### config.mk
export PLATFORM = sky130hd
export DESIGN_NAME = brsh_ctrl
export DESIGN_NICKNAME = d
export VERILOG_FILES = /design/src/sv/brsh_pkg.sv /design/src/sv/brsh_ctrl.sv
export SDC_FILE = /design/constraint.sdc
export NUM_CORES = 1
export LEC_CHECK = 0
export BUFFER_PORTS_ARGS = -buffer_cell sky130_fd_sc_hd__buf_2
export CORE_AREA = 5 5 42 44
export DETAILED_ROUTE_END_ITERATION = 8
export DIE_AREA = 0 0 47 49
export PLACE_DENSITY = 0.3
export SLEW_MARGIN = 15
export SYNTH_ARGS = -nofsm -noshare
export SYNTH_HDL_FRONTEND = slang
export SYNTH_SLANG_ARGS = --single-unit
### constraint.sdc
create_clock -name clk -period 1.1 [get_ports clk]
set_input_delay 0.165 -clock clk [delete_from_list [all_inputs] [get_ports clk]]
set_output_delay 0.165 -clock clk [all_outputs]
set_load 0.01 [all_outputs]
### src/sv/brsh_pkg.sv
// Package for the byte range sample histogram.
// Holds field widths, default sizes, the item structs and the control structs.
// No dependencies.
package brsh_pkg;

  localparam int unsigned DEF_MAX_BYTES    = 1024;
  localparam int unsigned DEF_COUNTER_BITS = 48;

  localparam int unsigned OFFSET_W = 16;
  localparam int unsigned SPAN_W   = 11;
  localparam int unsigned COUNT_W  = 16;
  localparam int unsigned SIZE_W   = 11;
  localparam int unsigned OUT_W    = 48;
  localparam int unsigned POS_W    = 17;

  localparam logic [SIZE_W-1:0] SIZE_RESET = 11'd1024;

  localparam logic KIND_ADD   = 1'b0;
  localparam logic KIND_QUERY = 1'b1;

  typedef struct packed {
    logic                kind;
    logic [OFFSET_W-1:0] start_offset;
    logic [SPAN_W-1:0]   span_bytes;
    logic [COUNT_W-1:0]  sample_count;
  } in_item_t;

  typedef struct packed {
    logic [OUT_W-1:0] range_max;
    logic [OUT_W-1:0] total_count;
    logic [OUT_W-1:0] unknown_count;
  } out_item_t;

  typedef struct packed {
    logic clear;
    logic load;
    logic walk;
  } dp_cmd_t;

  typedef struct packed {
    logic clr_last;
    logic stop;
  } dp_sts_t;

endpackage

### src/sv/brsh_ctrl.sv
// Controller for the byte range sample histogram.
// Sequences the clearing pass, the per-byte walk and the result strobe.
// Depends on brsh_pkg.
module brsh_ctrl
  import brsh_pkg::*;
(
  input  logic    clk,
  input  logic    rst_n,
  input  logic    start,
  output logic    busy,
  output logic    out_valid,
  input  dp_sts_t sts,
  output dp_cmd_t cmd
);

  localparam logic [1:0] ST_CLEAR = 2'd0;
  localparam logic [1:0] ST_IDLE  = 2'd1;
  localparam logic [1:0] ST_WALK  = 2'd2;
  localparam logic [1:0] ST_DONE  = 2'd3;

  logic [1:0] state_r;
  logic [1:0] state_nxt;
  logic       accept;

  assign busy      = state_r inside {ST_CLEAR, ST_WALK};
  assign out_valid = (state_r == ST_DONE);
  assign accept    = start && !busy;

  always_comb begin
    state_nxt = state_r;
    cmd       = '0;
    case (state_r)
      ST_CLEAR: begin
        cmd.clear = 1'b1;
        if (sts.clr_last) begin
          state_nxt = ST_IDLE;
        end
      end
      ST_IDLE, ST_DONE: begin
        if (accept) begin
          cmd.load  = 1'b1;
          state_nxt = ST_WALK;
        end else begin
          state_nxt = ST_IDLE;
        end
      end
      ST_WALK: begin
        cmd.walk = 1'b1;
        if (sts.stop) begin
          state_nxt = ST_DONE;
        end
      end
      default: begin
        state_nxt = ST_CLEAR;
      end
    endcase
  end

  always_ff @(posedge clk) begin
    if (!rst_n) begin
      state_r <= ST_CLEAR;
    end else begin
      state_r <= state_nxt;
    end
  end

endmodule

==> qor.txt <==
area of the mapped netlist: 101.3 um^2
io pins: 10
count of pins over their slew limit: 0
Design Power: 295.1 uW
CTS tree: built
grt ovf: 0
Final Wtd Congestion: 0.7404
total clock sinks: 2
Yosys cell types: 9
Min Hold Slack: 0.1828 ns
synth-to-layout area growth: 96.30%
Lkg Pwr: 0.0001162 uW
met2 usage: 3.846%
Total GRT Usage: 3.725%
initial antenna violation count: 0
Setup Skew: 0.0004891 ns
GR Layer Usage met3: 3.321%
worst hold path type: input port to flop
Final Hold Vio Count: 0
CTS max path bufs: 2
WL/cell: 8.575 um
met1 Track Usage GR: 3.930%
Seq pwr share: 29.4%
number of global-route vias before repair: 134
relative slew slack: 91.49%
latest clock arrival within the worst-skew pair: 0.22 ns
minimum clock period: 1.045 ns
combinational power share: 16.1%
Achievable Freq: 956.6 MHz
die area: 0.002303 mm^2
Int Pwr: 225.7 uW
DRC: 0
worst ir drop on vdd: 0.2193 mV
clock transition at the registers of the reported paths: 0.03 ns
Req. time, crit path: 0.94 ns
CP Cell Sequence: nand2b_1 > inv_1 > buf_6
Worst Setup End Kind: output pin
antenna viol nets, final: 0
die width: 47 um
final worst-path cycle share: 95.04%
dpl hpwl: 279.7 um
non-filler cells, final: 40
via count: 125
layout cells sized above 1: 58.33%
Clock power frac: 54.5%
core area: 0.001401 mm^2
Nets: 31
Final setup violation count: 0
Switch Pwr: 69.36 uW
first-pass GRT wire length: 538 um
fillers: 169
Syn Inst Count: 12
cts-stage hold buffer count: 0
post-place setup slack: 0.07538 ns
RSZ-0062 raised after global routing: no
Setup crit start kind: flop
DR vias/cell: 3.125
post-synthesis register bit count: 2
TritonCTS buffer count: 3
worst-margin pin slew: 0.1265 ns
Total Routed Length: 343 um
DR iter-0 viols: 3
status: finished, final reports clean
Seq/Total Area, Yosys: 39.51%
Switching Fraction: 23.51%
crit path kind: flop to output pin
Die H: 49 um
Total Neg Setup Slack: 0 ns
Core Rows: 14
Pwr per Cell Area: 1483 mW/mm^2
GR peak layer: met4
clk root buf: clkbuf_4
drt pass-1 iters: 2
net count after synthesis: 17
critical path fanouts, max: 6
PnR worst setup slack: 0.05461 ns
largest net degree at the start of global routing: 7
Avg Inst Size Synth: 8.446 um^2
Yosys warning count: 0
CP max-delay cell: dfxtp_4
# H-tree levels: 1
slowest stage delay, CP: 0.35 ns
I/O Buffers: 9
final antenna diode count: 0
Starting Density: 7.232%
CP arrival: 0.88 ns
cell count after placement: 37
max-capacitance violation count: 0
==> cells in the mapped netlist <==
| cell | instances | area (um^2) |
|---|---|---|
| mux2_1 | 1 | 11.26 |
| a21boi_0 | 1 | 7.510 |
| dfxtp_1 | 2 | 40.04 |
| nand2b_1 | 1 | 6.260 |
| inv_1 | 3 | 11.26 |
| and2_2 | 1 | 7.510 |
| o211a_1 | 1 | 10.01 |
| nand2_1 | 1 | 3.750 |
| nor2_1 | 1 | 3.750 |
==> kinds of logic after synthesis <==
family                 Yosys count  share of synthesized area [%]
AND/OR/NAND/NOR                  4                          20.99
buffers and inverters            3                          11.11
flip-flops                       2                          39.51
AO/OA/AOI/OAI                    2                          17.29
multiplexers                     1                          11.11
==> per-layer routing <==
layer  wire [um]  vias up
li1            -       62
met3          80        0
met4           0        0
met2         104       10
met1         159       53
met5           0        -
==> per-stage QoR <==
stage / cell area, um^2 / util [%]
3_5_place_dp: 166.4 / 11.88
2_1_floorplan: 101.3 / -
5_1_grt: 198.9 / 14.20
3_3_place_gp: 166.4 / 11.88
6_report: 198.9 / 14.20
4_1_cts: 190.2 / 13.57
==> layout by cell type, fill, tap and decap left out <==
cell type	n
a21boi_0	1
and2_2	1
buf_2	8
buf_6	1
clkbuf_4	3
dfxtp_1	1
dfxtp_4	1
inv_1	3
mux2_1	1
nand2_1	1
nand2b_1	1
nor2_1	1
o211a_1	1
==> power groups by stage <==
stage | combinational, uW | clock (uW) | sequential [uW]
final | 47.5 | 161 | 86.7
after global routing | 54.2 | 176 | 88.6
after CTS | 46.0 | 176 | 87.5
after detailed placement | 46.0 | 0 | 87.8
after global placement | 45.1 | 0 | 86.2
after floorplan | 23.6 | 0 | 85.3
==> area by class of cell <==
type / count / area (um^2) / area share, %
Clock buffer: 3 / 22.52 / 11.32
Inverter: 3 / 11.26 / 5.660
Multi-Input combinational cell: 7 / 50.05 / 25.16
Sequential cell: 2 / 43.79 / 22.01
Tap cell: 16 / 20.02 / 10.06
Timing Repair Buffer: 9 / 51.30 / 25.79
==> timing repair <==
item                                   CTS  global route
pin swaps                                0             0
setup endpoints to repair                2             1
buffers inserted                         0             0
gates resized for setup                  1             2
endpoints found under the hold margin    0             0
==> path summary, 6_finish.rpt <==
path / start / end / slack [ns] / cells past startpoint
worst min-delay path: rst_n / state_r[0]$_SDFFE_PN0P_ / 0.18 / 2
worst max register to register: flop / state_r[0]$_SDFFE_PN0P_ / 0.08 / 2
worst max-delay path: state_r[0]$_SDFFE_PN0P_ / cmd[0] / 0.05 / 3
worst min register to register: state_r[0]$_SDFFE_PN0P_ / state_r[0]$_SDFFE_PN0P_ / 0.53 / 1
==> worst max-delay path, delay by kind of cell (launching register included) <==
kind,cells,cell delay (ns)
flip-flops,1,0.35
buffers and inverters,2,0.17
AND/OR/NAND/NOR,1,0.15
(Power assumes the default switching activity.)
